==> src/rtl/core/bfcr_pkg.sv <==
`default_nettype none

package bfcr_pkg;

    localparam int GLYPH_ROWS  = 7;
    localparam int GLYPH_COLS  = 5;
    localparam int GLYPH_BITS  = GLYPH_ROWS * GLYPH_COLS;
    localparam int COORD_W     = 16;
    localparam int SCALE_W     = 5;
    localparam int CODE_W      = 8;
    localparam int QUEUE_DEPTH = 2;

    localparam logic [SCALE_W-1:0] SCALE_RESET = 5'd1;

    // command kinds handed from front to back
    localparam logic [1:0] K_SET  = 2'd0;  // load cursor and line top
    localparam logic [1:0] K_ADV4 = 2'd1;  // space
    localparam logic [1:0] K_ADV6 = 2'd2;  // blank glyph
    localparam logic [1:0] K_DRAW = 2'd3;

    localparam logic [CODE_W-1:0] CH_SPACE = 8'h20;
    localparam logic [CODE_W-1:0] CH_LOW_A = 8'h61;
    localparam logic [CODE_W-1:0] CH_LOW_Z = 8'h7A;
    localparam logic [CODE_W-1:0] CASE_OFS = 8'h20;

    typedef struct packed {
        logic [1:0]            kind;
        logic [COORD_W-1:0]    x;
        logic [COORD_W-1:0]    y;
        logic [GLYPH_BITS-1:0] glyph;
    } t_cmd;

    // rows top first, within a row the MSB is the left column
    function automatic logic [GLYPH_BITS-1:0] glyph_rom(input logic [CODE_W-1:0] code);
        logic [GLYPH_BITS-1:0] g;
        case (code)
            8'h41: g = {5'h0E, 5'h11, 5'h11, 5'h1F, 5'h11, 5'h11, 5'h11};
            8'h42: g = {5'h1E, 5'h11, 5'h11, 5'h1E, 5'h11, 5'h11, 5'h1E};
            8'h43: g = {5'h0F, 5'h10, 5'h10, 5'h10, 5'h10, 5'h10, 5'h0F};
            8'h44: g = {5'h1E, 5'h11, 5'h11, 5'h11, 5'h11, 5'h11, 5'h1E};
            8'h45: g = {5'h1F, 5'h10, 5'h10, 5'h1E, 5'h10, 5'h10, 5'h1F};
            8'h46: g = {5'h1F, 5'h10, 5'h10, 5'h1E, 5'h10, 5'h10, 5'h10};
            8'h47: g = {5'h0F, 5'h10, 5'h10, 5'h13, 5'h11, 5'h11, 5'h0F};
            8'h48: g = {5'h11, 5'h11, 5'h11, 5'h1F, 5'h11, 5'h11, 5'h11};
            8'h49: g = {5'h1F, 5'h04, 5'h04, 5'h04, 5'h04, 5'h04, 5'h1F};
            8'h4A: g = {5'h01, 5'h01, 5'h01, 5'h01, 5'h11, 5'h11, 5'h0E};
            8'h4B: g = {5'h11, 5'h12, 5'h14, 5'h18, 5'h14, 5'h12, 5'h11};
            8'h4C: g = {5'h10, 5'h10, 5'h10, 5'h10, 5'h10, 5'h10, 5'h1F};
            8'h4D: g = {5'h11, 5'h1B, 5'h15, 5'h15, 5'h11, 5'h11, 5'h11};
            8'h4E: g = {5'h11, 5'h19, 5'h15, 5'h13, 5'h11, 5'h11, 5'h11};
            8'h4F: g = {5'h0E, 5'h11, 5'h11, 5'h11, 5'h11, 5'h11, 5'h0E};
            8'h50: g = {5'h1E, 5'h11, 5'h11, 5'h1E, 5'h10, 5'h10, 5'h10};
            8'h51: g = {5'h0E, 5'h11, 5'h11, 5'h11, 5'h15, 5'h12, 5'h0D};
            8'h52: g = {5'h1E, 5'h11, 5'h11, 5'h1E, 5'h14, 5'h12, 5'h11};
            8'h53: g = {5'h0F, 5'h10, 5'h10, 5'h0E, 5'h01, 5'h01, 5'h1E};
            8'h54: g = {5'h1F, 5'h04, 5'h04, 5'h04, 5'h04, 5'h04, 5'h04};
            8'h55: g = {5'h11, 5'h11, 5'h11, 5'h11, 5'h11, 5'h11, 5'h0E};
            8'h56: g = {5'h11, 5'h11, 5'h11, 5'h11, 5'h0A, 5'h0A, 5'h04};
            8'h57: g = {5'h11, 5'h11, 5'h11, 5'h15, 5'h15, 5'h15, 5'h0A};
            8'h58: g = {5'h11, 5'h11, 5'h0A, 5'h04, 5'h0A, 5'h11, 5'h11};
            8'h59: g = {5'h11, 5'h11, 5'h0A, 5'h04, 5'h04, 5'h04, 5'h04};
            8'h5A: g = {5'h1F, 5'h01, 5'h02, 5'h04, 5'h08, 5'h10, 5'h1F};
            8'h30: g = {5'h0E, 5'h11, 5'h13, 5'h15, 5'h19, 5'h11, 5'h0E};
            8'h31: g = {5'h04, 5'h0C, 5'h04, 5'h04, 5'h04, 5'h04, 5'h0E};
            8'h32: g = {5'h0E, 5'h11, 5'h01, 5'h02, 5'h04, 5'h08, 5'h1F};
            8'h33: g = {5'h1E, 5'h01, 5'h01, 5'h0E, 5'h01, 5'h01, 5'h1E};
            8'h34: g = {5'h02, 5'h06, 5'h0A, 5'h12, 5'h1F, 5'h02, 5'h02};
            8'h35: g = {5'h1F, 5'h10, 5'h10, 5'h1E, 5'h01, 5'h01, 5'h1E};
            8'h36: g = {5'h0E, 5'h10, 5'h10, 5'h1E, 5'h11, 5'h11, 5'h0E};
            8'h37: g = {5'h1F, 5'h01, 5'h02, 5'h04, 5'h08, 5'h08, 5'h08};
            8'h38: g = {5'h0E, 5'h11, 5'h11, 5'h0E, 5'h11, 5'h11, 5'h0E};
            8'h39: g = {5'h0E, 5'h11, 5'h11, 5'h0F, 5'h01, 5'h01, 5'h0E};
            8'h2F: g = {5'h01, 5'h01, 5'h02, 5'h04, 5'h08, 5'h10, 5'h10};
            8'h2D: g = {5'h00, 5'h00, 5'h00, 5'h1F, 5'h00, 5'h00, 5'h00};
            8'h2E: g = {5'h00, 5'h00, 5'h00, 5'h00, 5'h00, 5'h0C, 5'h0C};
            default: g = '0;
        endcase
        return g;
    endfunction

endpackage

`default_nettype wire

==> src/rtl/core/bfcr_front.sv <==
`default_nettype none

module bfcr_front (
    input  wire logic                            i_in_valid,
    output logic                                 o_in_stall,
    input  wire logic                            i_mode,
    input  wire logic [bfcr_pkg::COORD_W-1:0]    i_origin_x,
    input  wire logic [bfcr_pkg::COORD_W-1:0]    i_origin_y,
    input  wire logic [bfcr_pkg::CODE_W-1:0]     i_char_code,
    input  wire logic                            i_q_full,
    output logic                                 o_push,
    output bfcr_pkg::t_cmd                       o_cmd
);

    logic [bfcr_pkg::CODE_W-1:0]     w_code;
    logic [bfcr_pkg::GLYPH_BITS-1:0] w_glyph;

    // fold a-z onto A-Z
    assign w_code = (i_char_code >= bfcr_pkg::CH_LOW_A && i_char_code <= bfcr_pkg::CH_LOW_Z)
                    ? i_char_code - bfcr_pkg::CASE_OFS : i_char_code;
    assign w_glyph = bfcr_pkg::glyph_rom(w_code);

    assign o_in_stall = i_q_full;
    assign o_push     = i_in_valid && !i_q_full;

    always_comb begin
        o_cmd.x     = i_origin_x;
        o_cmd.y     = i_origin_y;
        o_cmd.glyph = w_glyph;
        if (!i_mode) begin
            o_cmd.kind = bfcr_pkg::K_SET;
        end else if (w_code == bfcr_pkg::CH_SPACE) begin
            o_cmd.kind = bfcr_pkg::K_ADV4;
        end else if (w_glyph == '0) begin
            o_cmd.kind = bfcr_pkg::K_ADV6;
        end else begin
            o_cmd.kind = bfcr_pkg::K_DRAW;
        end
    end

endmodule

`default_nettype wire

==> src/rtl/core/bfcr_fifo.sv <==
`default_nettype none

module bfcr_fifo #(
    parameter int DEPTH = bfcr_pkg::QUEUE_DEPTH
) (
    input  wire logic           i_clk,
    input  wire logic           i_rst_n,
    input  wire logic           i_push,
    input  wire bfcr_pkg::t_cmd i_data,
    input  wire logic           i_pop,
    output bfcr_pkg::t_cmd      o_data,
    output logic                o_full,
    output logic                o_empty
);

    localparam int PTR_W = $clog2(DEPTH);
    localparam int CNT_W = $clog2(DEPTH + 1);
    localparam logic [PTR_W-1:0] LAST_PTR = PTR_W'(DEPTH - 1);
    localparam logic [CNT_W-1:0] FULL_CNT = CNT_W'(DEPTH);

    bfcr_pkg::t_cmd   r_mem [DEPTH];
    logic [PTR_W-1:0] r_wr_ptr, r_rd_ptr;
    logic [CNT_W-1:0] r_count;

    assign o_full  = (r_count == FULL_CNT);
    assign o_empty = (r_count == '0);
    assign o_data  = r_mem[r_rd_ptr];

    always_ff @(posedge i_clk) begin
        if (i_push) begin
            r_mem[r_wr_ptr] <= i_data;
        end
    end

    always_ff @(posedge i_clk) begin
        if (!i_rst_n) begin
            r_wr_ptr <= '0;
            r_rd_ptr <= '0;
            r_count  <= '0;
        end else begin
            if (i_push) begin
                r_wr_ptr <= (r_wr_ptr == LAST_PTR) ? '0 : r_wr_ptr + 1'b1;
            end
            if (i_pop) begin
                r_rd_ptr <= (r_rd_ptr == LAST_PTR) ? '0 : r_rd_ptr + 1'b1;
            end
            case ({i_push, i_pop})
                2'b10:   r_count <= r_count + 1'b1;
                2'b01:   r_count <= r_count - 1'b1;
                default: r_count <= r_count;
            endcase
        end
    end

    a_no_overflow: assert property (@(posedge i_clk) disable iff (!i_rst_n)
        i_push |-> (!o_full || i_pop))
        else $error("queue push while full");
    a_no_underflow: assert property (@(posedge i_clk) disable iff (!i_rst_n)
        i_pop |-> !o_empty)
        else $error("queue pop while empty");

endmodule

`default_nettype wire

==> src/rtl/core/bfcr_back.sv <==
`default_nettype none

module bfcr_back (
    input  wire logic                            i_clk,
    input  wire logic                            i_rst_n,
    input  wire logic [bfcr_pkg::SCALE_W-1:0]    i_scale,
    input  wire bfcr_pkg::t_cmd                  i_cmd,
    input  wire logic                            i_q_empty,
    output logic                                 o_pop,
    output logic                                 o_out_valid,
    input  wire logic                            i_out_stall,
    output logic [bfcr_pkg::COORD_W-1:0]         o_pixel_x,
    output logic [bfcr_pkg::COORD_W-1:0]         o_pixel_y,
    output logic                                 o_last_pixel
);

    localparam int CW = bfcr_pkg::COORD_W;
    localparam int GB = bfcr_pkg::GLYPH_BITS;
    localparam logic [2:0] LAST_COL = 3'(bfcr_pkg::GLYPH_COLS - 1);

    localparam logic S_IDLE = 1'b0;
    localparam logic S_SCAN = 1'b1;

    logic          r_state, n_state;
    logic [CW-1:0] r_cursor_x, n_cursor_x;
    logic [CW-1:0] r_line_y, n_line_y;
    logic [GB-1:0] r_sr, n_sr;
    logic [2:0]    r_col, n_col;
    logic [CW-1:0] r_x_acc, n_x_acc;
    logic [CW-1:0] r_y_acc, n_y_acc;
    logic          r_out_valid, n_out_valid;
    logic [CW-1:0] r_out_x, n_out_x;
    logic [CW-1:0] r_out_y, n_out_y;
    logic          r_out_last, n_out_last;

    logic [CW-1:0] w_scale, w_adv4, w_adv6;
    logic          w_out_free, w_lit, w_tail_zero, w_step;

    assign w_scale = {{(CW - bfcr_pkg::SCALE_W){1'b0}}, i_scale};
    assign w_adv4  = {w_scale[CW-3:0], 2'b00};
    assign w_adv6  = w_adv4 + {w_scale[CW-2:0], 1'b0};

    assign w_out_free  = !r_out_valid || !i_out_stall;
    assign w_lit       = r_sr[GB-1];
    assign w_tail_zero = (r_sr[GB-2:0] == '0);
    assign w_step      = (r_state == S_SCAN) && (!w_lit || w_out_free);

    assign o_pop = (r_state == S_IDLE) && !i_q_empty;

    always_comb begin
        n_state     = r_state;
        n_cursor_x  = r_cursor_x;
        n_line_y    = r_line_y;
        n_sr        = r_sr;
        n_col       = r_col;
        n_x_acc     = r_x_acc;
        n_y_acc     = r_y_acc;
        n_out_valid = r_out_valid && i_out_stall;
        n_out_x     = r_out_x;
        n_out_y     = r_out_y;
        n_out_last  = r_out_last;

        if (o_pop) begin
            case (i_cmd.kind)
                bfcr_pkg::K_SET: begin
                    n_cursor_x = i_cmd.x;
                    n_line_y   = i_cmd.y;
                end
                bfcr_pkg::K_ADV4: n_cursor_x = r_cursor_x + w_adv4;
                bfcr_pkg::K_ADV6: n_cursor_x = r_cursor_x + w_adv6;
                bfcr_pkg::K_DRAW: begin
                    n_state = S_SCAN;
                    n_sr    = i_cmd.glyph;
                    n_col   = '0;
                    n_x_acc = r_cursor_x;
                    n_y_acc = r_line_y;
                end
                default: n_state = S_IDLE;
            endcase
        end

        // one dot position per cycle; waits only on a lit dot with the output busy
        if (w_step) begin
            if (w_lit) begin
                n_out_valid = 1'b1;
                n_out_x     = r_x_acc;
                n_out_y     = r_y_acc;
                n_out_last  = w_tail_zero;
            end
            n_sr = {r_sr[GB-2:0], 1'b0};
            if (r_col == LAST_COL) begin
                n_col   = '0;
                n_x_acc = r_cursor_x;
                n_y_acc = r_y_acc + w_scale;
            end else begin
                n_col   = r_col + 1'b1;
                n_x_acc = r_x_acc + w_scale;
            end
            if (w_tail_zero) begin
                n_state    = S_IDLE;
                n_cursor_x = r_cursor_x + w_adv6;
            end
        end
    end

    always_ff @(posedge i_clk) begin
        if (!i_rst_n) begin
            r_state     <= S_IDLE;
            r_cursor_x  <= '0;
            r_line_y    <= '0;
            r_out_valid <= 1'b0;
        end else begin
            r_state     <= n_state;
            r_cursor_x  <= n_cursor_x;
            r_line_y    <= n_line_y;
            r_out_valid <= n_out_valid;
        end
    end

    always_ff @(posedge i_clk) begin
        r_sr       <= n_sr;
        r_col      <= n_col;
        r_x_acc    <= n_x_acc;
        r_y_acc    <= n_y_acc;
        r_out_x    <= n_out_x;
        r_out_y    <= n_out_y;
        r_out_last <= n_out_last;
    end

    assign o_out_valid  = r_out_valid;
    assign o_pixel_x    = r_out_x;
    assign o_pixel_y    = r_out_y;
    assign o_last_pixel = r_out_last;

    a_scan_has_dots: assert property (@(posedge i_clk) disable iff (!i_rst_n)
        (r_state == S_SCAN) |-> (r_sr != '0))
        else $error("scan running with no dots left");
    a_col_range: assert property (@(posedge i_clk) disable iff (!i_rst_n)
        (r_state == S_SCAN) |-> (r_col <= LAST_COL))
        else $error("column counter out of range");
    a_end_marks_last: assert property (@(posedge i_clk) disable iff (!i_rst_n)
        (r_state == S_SCAN && n_state == S_IDLE) |=> (r_out_valid && r_out_last))
        else $error("scan ended without a last beat");

endmodule

`default_nettype wire

==> src/rtl/core/bitmap_font_char_rasterizer_top.sv <==
// Flow: an input beat is written into the command queue and popped from it once the back end
// is idle; cursor, space and blank items update the cursor at that pop. A character then scans
// its 35 dot positions one per cycle up to its last lit dot, waiting on a lit dot while the
// output is stalled, and each beat is offered the cycle after its dot. The queue takes new
// input beats while a character scans; the next item is popped only after the scan ends.
// Reset (synchronous, active low): cursor and line top to 0, pixel scale to 1, queue empty.
`default_nettype none

module bitmap_font_char_rasterizer_top #(
    parameter int QUEUE_DEPTH = bfcr_pkg::QUEUE_DEPTH
) (
    input  wire logic                            i_clk,
    input  wire logic                            i_rst_n,
    input  wire logic                            i_cfg_wr_en,
    input  wire logic [bfcr_pkg::SCALE_W-1:0]    i_cfg_wr_data,
    input  wire logic                            i_in_valid,
    output logic                                 o_in_stall,
    input  wire logic                            i_mode,
    input  wire logic [bfcr_pkg::COORD_W-1:0]    i_origin_x,
    input  wire logic [bfcr_pkg::COORD_W-1:0]    i_origin_y,
    input  wire logic [bfcr_pkg::CODE_W-1:0]     i_char_code,
    output logic                                 o_out_valid,
    input  wire logic                            i_out_stall,
    output logic [bfcr_pkg::COORD_W-1:0]         o_pixel_x,
    output logic [bfcr_pkg::COORD_W-1:0]         o_pixel_y,
    output logic                                 o_last_pixel
);

    logic [bfcr_pkg::SCALE_W-1:0] r_pixel_scale;
    bfcr_pkg::t_cmd               w_push_cmd, w_pop_cmd;
    logic                         w_push, w_pop, w_full, w_empty;

    always_ff @(posedge i_clk) begin
        if (!i_rst_n) begin
            r_pixel_scale <= bfcr_pkg::SCALE_RESET;
        end else if (i_cfg_wr_en) begin
            r_pixel_scale <= i_cfg_wr_data;
        end
    end

    bfcr_front u_front (
        .i_in_valid  (i_in_valid),
        .o_in_stall  (o_in_stall),
        .i_mode      (i_mode),
        .i_origin_x  (i_origin_x),
        .i_origin_y  (i_origin_y),
        .i_char_code (i_char_code),
        .i_q_full    (w_full),
        .o_push      (w_push),
        .o_cmd       (w_push_cmd)
    );

    bfcr_fifo #(
        .DEPTH (QUEUE_DEPTH)
    ) u_fifo (
        .i_clk   (i_clk),
        .i_rst_n (i_rst_n),
        .i_push  (w_push),
        .i_data  (w_push_cmd),
        .i_pop   (w_pop),
        .o_data  (w_pop_cmd),
        .o_full  (w_full),
        .o_empty (w_empty)
    );

    bfcr_back u_back (
        .i_clk        (i_clk),
        .i_rst_n      (i_rst_n),
        .i_scale      (r_pixel_scale),
        .i_cmd        (w_pop_cmd),
        .i_q_empty    (w_empty),
        .o_pop        (w_pop),
        .o_out_valid  (o_out_valid),
        .i_out_stall  (i_out_stall),
        .o_pixel_x    (o_pixel_x),
        .o_pixel_y    (o_pixel_y),
        .o_last_pixel (o_last_pixel)
    );

endmodule

`default_nettype wire

==> config.mk <==
export PLATFORM = sky130hd
export DESIGN_NAME = bitmap_font_char_rasterizer_top
export DESIGN_NICKNAME = d
export VERILOG_FILES = /design/src/rtl/core/bfcr_pkg.sv /design/src/rtl/core/bfcr_front.sv /design/src/rtl/core/bfcr_fifo.sv /design/src/rtl/core/bfcr_back.sv /design/src/rtl/core/bitmap_font_char_rasterizer_top.sv
export SDC_FILE = /design/constraint.sdc
export NUM_CORES = 1
export LEC_CHECK = 0
export BUFFER_PORTS_ARGS = -buffer_cell sky130_fd_sc_hd__clkbuf_2
export CAP_MARGIN = 25
export CORE_ASPECT_RATIO = 0.8
export CORE_UTILIZATION = 35
export CTS_CLUSTER_SIZE = 24
export DETAILED_ROUTE_END_ITERATION = 8
export PLACE_DENSITY_LB_ADDON = 0.1
export SYNTH_ARGS = -nofsm -noshare
export SYNTH_HDL_FRONTEND = slang
export SYNTH_MEMORY_MAX_BITS = 65536
export SYNTH_SLANG_ARGS = --single-unit
==> constraint.sdc <==
create_clock -name i_clk -period 6.6 [get_ports i_clk]
set_clock_uncertainty 0.2 [all_clocks]
set_input_delay 0.66 -clock i_clk [delete_from_list [all_inputs] [get_ports i_clk]]
set_output_delay 0.66 -clock i_clk [all_outputs]
set_load 0.05 [all_outputs]
== After elaboration in Yosys (flattened, before gate mapping) ==
Memory sizes are Yosys's and may differ from the RTL's. A register that Yosys moved wholly into a read port is not among the register bits.
Cells that the tools add are included.
Word-level totals
  register bits: 146
  bits in writable memories: 138
  memory bits (read-only): 4480
  output and inout bits: 35
  logic and storage cells: 100
  memories: 2
Operators by class
  add/sub/neg operators: 11
  $lt $le $gt $ge: 2
  equal/unequal tests: 8
  mux-type cells: 37
  bitwise gates (word level): 1
  reductions and logical operators: 23
Memory list
  (name not given): words 128, bits a word 35, rd ports 1, clocked after memory_dff 0, wr ports 0, line bfcr_pkg.sv:36  | case (code)
  u_fifo.r_mem: words 2, bits a word 69, rd ports 1, clocked after memory_dff 1, wr ports 1, line bfcr_fifo.sv:21  | bfcr_pkg::t_cmd r_mem [DEPTH];
Operator list (number)
  2-to-1 mux 16 bit: 11
  2-to-1 mux 35 bit: 4
  one-hot mux 16 bit (3 select lines): 1
  logical NOT 35 bit: 1
  logical NOT 34 bit: 1
  adder 16 x 5 -> 16 bit: 2
  adder 16 bit: 1
  adder 16 x 7 -> 16 bit: 1
  2-to-1 mux 1 bit: 13
  2-to-1 mux 3 bit: 4
  adder 7 x 6 -> 8 bit: 1
  equality test 2 bit, second input constant: 4
  equality test 8 x 6 -> 1 bit, second input constant: 1
  >= comparator 8 x 7 -> 1 bit, second input constant: 1
  <= comparator 8 x 7 -> 1 bit, second input constant: 1
  2-to-1 mux 8 bit: 1
  AND reduction 2 bit: 4
  subtractor 8 x 6 -> 8 bit, second input constant: 1
  nonzero test 2 bit: 3
  logical AND 1 bit: 5
  logical NOT 1 bit: 5
  equality test 2 x 1 -> 1 bit, second input constant: 2
  logical NOT 2 bit: 2
  2-to-1 mux 2 bit: 2
  8 further kinds: 10

== Logic depth before layout (Yosys ltp) ==
Gate-level depths: netlist of run 1.
An unclocked memory read counts as a cell.
  depth in word-level cells: 9
  mapped depth: 14

== Cells and area by module ==
From an unflattened synthesis of run 1, not the netlist that was laid out.
Second synthesis, totals
  cells, all modules: 1332
  area, all modules: 14921.8 sq um
Modules (own cells, without submodules)
  bfcr_back: instances 1, cells an instance 680, area each 7089.3 sq um, sequential area each 3603.5 sq um
  bfcr_fifo: instances 1, cells an instance 237, area each 5190.0 sq um, sequential area each 4244.1 sq um
  bfcr_front: instances 1, cells an instance 399, area each 2452.4 sq um, sequential area each 0.0 sq um
  bitmap_font_char_rasterizer_top: instances 1, cells an instance 16, area each 190.2 sq um, sequential area each 100.1 sq um

== Worst setup path after synthesis of run 1 ==
No wires, ideal clock.
  path type: in2reg
  from: input port i_in_valid
  to: memory u_fifo.r_mem[0][0] (netlist bit), enable pin
  data arrival time: 3.634 ns
  data required time: 5.904 ns
  slack: 2.269 ns
  stages on the path: 2
  cell sequence: nand2_1 nor2_1
Between the ends
  longest elaborated chain between the ends: 3
Ends and longest elaborated chain
  start: declaration: line bitmap_font_char_rasterizer_top.sv:16  | input wire logic i_in_valid,
  logical AND 1 bit: line bfcr_front.sv:24  | assign o_push = i_in_valid && !i_q_full;
  2-to-1 mux 1 bit: line bfcr_fifo.sv:30  | if (i_push) begin
  2-to-1 mux 1 bit (implied by the code): line bfcr_fifo.sv:31  | r_mem[r_wr_ptr] <= i_data;
  end: declaration: line bfcr_fifo.sv:21
No other way between the ends.

==> results of run 1 <==
layer usage:
metal	up-vias	share of wire [%]	routed length, µm	track usage, %
li1	5025	-	-	-
met1	5116	50	20610	30.71
met2	322	41	16980	28.60
met3	53	6.0	2468	3.738
met4	2	2.1	849	4.242
met5	-	0.042	17	0
cell families (layout without fill, tap and decap cells):
logic type      after synthesis  after routing  share of synthesized area, %
buf+inv                     104            196                         2.816
flops                       285            285                         56.07
compound gates              351            351                         15.63
simple gates                416            416                         13.48
fa+ha+maj                    45             45                         4.237
xor+xnor                     34             34                         2.101
mux                          79             79                         5.659
cell type report:
| type | count | area [µm²] | area share, % |
|---|---|---|---|
| timing repair buffer | 105 | 623.1 | 3.868 |
| clock inverter | 10 | 62.56 | 0.3883 |
| tap | 536 | 670.6 | 4.163 |
| inverter | 36 | 135.1 | 0.8388 |
| multi-input combinational | 925 | 5851 | 36.32 |
| clock buffer | 45 | 817.0 | 5.071 |
| sequential | 285 | 7951 | 49.36 |
power groups by stage:
stage	registers, mW	logic (mW)	clock network, mW
floorplan	2.68	1.09	0
global placement	2.73	1.54	0
detailed placement	2.73	1.55	0
CTS	2.70	1.55	1.59
global route	2.74	1.73	1.66
finish	2.69	1.56	1.54
placed cells by master (no fill, tap or decap), types with 9 or more instances in the layout:
cell	instances
nand2b_1	18
mux2_2	9
clkbuf_2	85
a31oi_1	16
nor2b_1	20
nor2_1	137
xnor2_1	17
clkbuf_16	30
dfxtp_1	60
o22ai_1	10
mux2i_1	70
and3_1	11
a21o_1	18
ha_1	40
clkbuf_1	14
a211oi_1	32
nor4_1	11
inv_1	35
xor2_1	17
buf_4	17
edfxtp_1	224
and2_1	10
o21ai_0	109
nor3_1	16
nand3_1	18
a21oi_1	82
a22oi_1	11
nand2_1	141
registers in the layout, summed over array words and instances, names as in the netlist, 3 cells and up, named ones only:
register / flops
u_fifo.r_mem: 138
u_back.r_sr: 35
u_back.o_pixel_x: 16
u_back.o_pixel_y: 16
u_back.r_cursor_x: 16
u_back.r_line_y: 16
u_back.r_x_acc: 16
u_back.r_y_acc: 16
r_pixel_scale: 5
u_back.r_col: 3
final timing paths:
check                                     start                          endpoint  cells after the start
setup / recovery                 i_char_code[0]     u_fifo.r_mem[0][67]$_DFFE_PP_                     11
hold / removal                    i_origin_x[3]     u_fifo.r_mem[1][54]$_DFFE_PP_                      1
setup reg to reg  r_pixel_scale[1]$_SDFFE_PN0P_  u_back.r_cursor_x[11]$_SDFF_PN0_                     11
hold reg to reg       u_back.r_y_acc[9]$_DFF_P_     u_back.o_pixel_y[9]$_DFFE_PP_                      0
through the flow:
| step | cells | power [mW] | utilization [%] |
|---|---|---|---|
| 6_report | 1942 | 5.780 | 40.59 |
| 3_5_place_dp | 1885 | 4.277 | 38.24 |
| 2_1_floorplan | 1314 | 3.765 | - |
| 4_1_cts | 1940 | 5.833 | 40.45 |
| 5_1_grt | 1942 | 6.129 | 40.59 |
| 3_3_place_gp | 1884 | 4.262 | 38.20 |
==> results.json, run 1 <==
{
  "status": "complete, no violations",
  "rsz0062_at_grt": "false",
  "grt_pass1_vias": 10150,
  "clkPwrFrac_pct": 26.6,
  "yosysWarnings": 0,
  "tritoncts": "done",
  "p_sw_mw": 1.949,
  "grt_max_degree": 70,
  "cts_root_buf": "clkbuf_16",
  "antenna_cells": 0,
  "syn_nets": 1410,
  "critPathMaxFanout": 16,
  "hold_buffers": 0,
  "synth.top_cell.area_share_pct": 47.46,
  "vias": 10518,
  "cp_top_family": "simple AND/OR/NAND/NOR gates",
  "core_area_mm2": 0.03969,
  "antenna_found_initial": 1,
  "htreeDepth": 1,
  "ant_nets": 0,
  "drc": 0,
  "fin_crit_ps": 4474,
  "comb_power_share_pct": 26.9,
  "wl_mm": 40.92,
  "via_per_inst": 5.416,
  "placement.cell_area_mm2": 0.01518,
  "synthToLayoutAreaGrowth_pct": 13.67,
  "power.internal_mw": 3.831,
  "clock.fmax_mhz": 223.5,
  "timing.final.ws_setup_ps": 2126,
  "io_buffers": 85,
  "cp-start-kind": "input pin",
  "async_flop_share_pct": 0,
  "routabilityCongestion": 0.9121,
  "boundaryPins": 86,
  "relSlewSlack_pct": 35.12,
  "critical_path_class": "in2reg",
  "sw_frac_of_total_pct": 33.72,
  "chipHeight_um": 182.0,
  "synth_top_flop_cell": "edfxtp_1",
  "post_cts_resized": 0,
  "grt_pass1_wl_mm": 62.71,
  "clk_latency_ps": 570,
  "power_density_mw_per_mm2": 358.8,
  "cp_cell_sequence": "clkbuf_2 -> inv_1 -> ha_1 -> or4b_4 -> or3_4 -> nand4_1 -> a2111oi_0 -> o41ai_1 -> o221ai_1 -> nor4b_1 -> a41oi_1",
  "yosys-top-cells-area": "edfxtp_1 (47%), dfxtp_1 (8.6%), mux2i_1 (4.9%)",
  "seqPwrFrac_pct": 46.5,
  "cpMaxStageDelayCell": "or4b_4",
  "dieArea_mm2": 0.04131,
  "setup_violations": 0,
  "cts_made_buffers": 30,
  "clkSinkCount": 285,
  "synth_area_per_cell_um2": 10.79,
  "yosysMostFrequentCell": "edfxtp_1",
  "cp.required_ps": 6680,
  "drive_above_1_share_pct": 12.09,
  "peakVddDrop_uv": 140.1,
  "cts_buffer_depth": 3,
  "cpPeakStageDelay_ps": 530,
  "fin_crit_sh_pct": 67.79,
  "drt-initial-drc-count": 709,
  "path_clk_slew_ps": 60,
  "synth_cells": 1314,
  "synth_edf_count": 224,
  "pre_cts_slack_ps": 1604,
  "final-max-slew-violation-count": 0,
  "synth.top_cells.by_count": "edfxtp_1 (224), nand2_1 (142), nor2_1 (139)",
  "track_usage_pct": 19.92,
  "whs_ps": 72.34,
  "hpwl_mm": 29.01,
  "ys_seq_area_share_pct": 56.07,
  "synth-seq-cells": 285,
  "grt_overflow_total": 0,
  "fin_tns_setup_ps": 0,
  "postLayoutCellArea_mm2": 0.01611,
  "nets": 1479,
  "cp_data_arrival_time_ps": 4550,
  "std_cell_rows": 65,
  "post_cts_buffers": 0,
  "n_fill_cell": 3953,
  "start_util_pct": 35.71,
  "hold_viol": 0,
  "worstSetupEndpointType": "flip-flop",
  "hp-class": "in2reg",
  "dieWidth_um": 227.0,
  "drv_cap": 0,
  "synth_area_mm2": 0.01417,
  "tightestPinTransition_ps": 973.2,
  "avgRoutedWirePerCell_um": 21.07,
  "synth_cell_type_count": 72,
  "firstDrtPassIters": 5,
  "r2r_slack_ps": 2910,
  "power_leakage_nw": 5.748,
  "path_buf_inv": 2,
  "synth_top_area_cell": "edfxtp_1"
}
Note: power is estimated with default switching activity, not from simulation.
==> run 2, diff against run 1 <==
==> constraint.sdc (replaced) <==
create_clock -name i_clk -period 4.07 [get_ports i_clk]
set_clock_uncertainty 0.2 [all_clocks]
set_input_delay 0.407 -clock i_clk [delete_from_list [all_inputs] [get_ports i_clk]]
set_output_delay 0.407 -clock i_clk [all_outputs]
set_load 0.05 [all_outputs]
==> run 2 against run 1 <==
- register-to-register slack worse by 2200 ps
- die area unchanged
- wire length rose by 0.60%
- critical endpoint is now u_back.r_cursor_x[11]$_SDFF_PN0_
- largest power group unchanged
==> results.json, run 2 (same netlist as run 1, synthesis figures left out) <==
{
  "chipHeight_um": 182.0,
  "power_density_mw_per_mm2": 578.9,
  "grt_max_degree": 54,
  "relSlewSlack_pct": 36.48,
  "clk_latency_ps": 590,
  "ant_nets": 0,
  "grt_pass1_vias": 10456,
  "cp_cell_sequence": "ha_1 -> fa_1 -> ha_1 -> nor2b_1 -> o21ai_0 -> a21boi_0 -> o2111ai_1 -> buf_4 -> a22oi_1 -> nand2_1 -> o21ai_0 -> a211oi_1",
  "cts_root_buf": "clkbuf_16",
  "std_cell_rows": 65,
  "cts_made_buffers": 31,
  "track_usage_pct": 20.17,
  "firstDrtPassIters": 5,
  "cts_buffer_depth": 3,
  "path_buf_inv": 1,
  "final-max-slew-violation-count": 0,
  "setup_violations": 0,
  "fin_crit_ps": 3351,
  "layout_common_cells": "edfxtp_1 (224), nand2_1 (141), nor2_1 (137)",
  "grt_overflow_total": 0,
  "htreeDepth": 1,
  "rsz0062_at_grt": "false",
  "reg.largest.list": "u_fifo.r_mem: 138 flops, u_back.r_sr: 35 flops",
  "grt_pass1_wl_mm": 63.41,
  "cpMaxStageDelayCell": "dfxtp_1",
  "io_buffers": 85,
  "antenna_found_initial": 1,
  "core_area_mm2": 0.03969,
  "fin_tns_setup_ps": 0,
  "synthToLayoutAreaGrowth_pct": 19.78,
  "clock.fmax_mhz": 298.4,
  "cp_top_family": "compound AO/OA/AOI/OAI gates",
  "via_per_inst": 5.309,
  "drv_cap": 0,
  "hold_viol": 0,
  "post_cts_resized": 0,
  "drive_above_1_share_pct": 14.41,
  "power_mw": 9.828,
  "start_util_pct": 35.71,
  "drt-initial-drc-count": 904,
  "boundaryPins": 86,
  "hp-class": "in2reg",
  "routabilityCongestion": 0.9265,
  "dieWidth_um": 227.0,
  "cp_data_arrival_time_ps": 3660,
  "drc": 0,
  "status": "complete, no violations",
  "dieArea_mm2": 0.04131,
  "antenna_cells": 0,
  "worstSetupEndpointType": "flip-flop",
  "power_leakage_nw": 6.189,
  "tightestPinTransition_ps": 950.5,
  "avgRoutedWirePerCell_um": 20.37,
  "tritoncts": "done",
  "cpPeakStageDelay_ps": 570,
  "layout_commonest_cell": "edfxtp_1",
  "regMostFlops": "u_fifo.r_mem",
  "fin_crit_sh_pct": 82.33,
  "path_clk_slew_ps": 60,
  "vias": 10730,
  "critical_path_class": "reg2reg",
  "nets": 1556,
  "hpwl_mm": 29.57,
  "cp-start-kind": "flip-flop",
  "clkSinkCount": 285,
  "largest_reg_flops": 138,
  "critPathMaxFanout": 7,
  "wl_mm": 41.17,
  "cp.required_ps": 4370,
  "peakVddDrop_uv": 396.3
}
run 2: cell count changes in the layout (fill, tap and decap cells not counted), sizes merged:
cell	change
buf	+32
bufinv	+3
clkbuf	+1
clkinv	-2
clkinvlp	-2
dlygate4sd3	+44
inv	+3
run 2: worst register-to-register path, delay by kind of cell, from the launching register on:
kind	cells	cell delay (ps)
compound gates	6	1040
flops	1	570
fa+ha+maj	3	1020
simple gates	2	230
buf+inv	1	190
run 2: area by class of cell:
cell class,count,area (µm²)
clock buffer,46,913.4
fill,3883,22710
multi-input combinational,925,5852
inverter,36,135.1
timing repair buffer,181,1301
clock inverter,12,153.9
sequential,285,7951
tap,536,670.6
run 2: where the power goes:
part | switching, mW | internal [mW] | total [mW]
Sequential | 0.415 | 3.93 | 4.35
Clock | 1.16 | 1.75 | 2.91
Combinational | 1.64 | 0.938 | 2.57
run 2: timing repair:
item,CTS,global route
buffers inserted,0,0
hold buffers,44,0
endpoints found under the hold margin,74,0
run 2: path summary, 6_finish.rpt:
path / to / cells past startpoint / slack (ps) / startpoint
worst min register to register: u_back.o_pixel_x[15]$_DFFE_PP_ / 0 / 240 / u_back.r_x_acc[15]$_DFFE_PP_
worst max-delay path: u_back.r_cursor_x[11]$_SDFF_PN0_ / 12 / 720 / r_pixel_scale[1]$_SDFFE_PN0P_
worst min-delay path: r_pixel_scale[4]$_SDFFE_PN0P_ / 3 / 50 / i_cfg_wr_en
worst max register to register: u_back.r_cursor_x[11]$_SDFF_PN0_ / 12 / 720 / r_pixel_scale[1]$_SDFFE_PN0P_
run 2: through the flow:
stage,hold slack (ps),util [%],area (µm²),setup slack [ps],std cells
2_1_floorplan,223.1,-,14180,297.7,1314
3_3_place_gp,249.1,38.91,15440,246.6,1918
3_5_place_dp,246.0,38.98,15470,204.4,1919
4_1_cts,9.025,42.78,16980,734.7,2021
5_1_grt,52.69,42.78,16980,455.7,2021
6_report,46.95,42.78,16980,719.0,2021
run 2: routing by layer:
metal	up-vias	GRT usage (%)	routed length, µm
li1	5174	-	-
met1	5207	31.32	20950
met2	288	28.94	17090
met3	59	3.301	2264
met4	2	4.617	853
met5	-	0	13
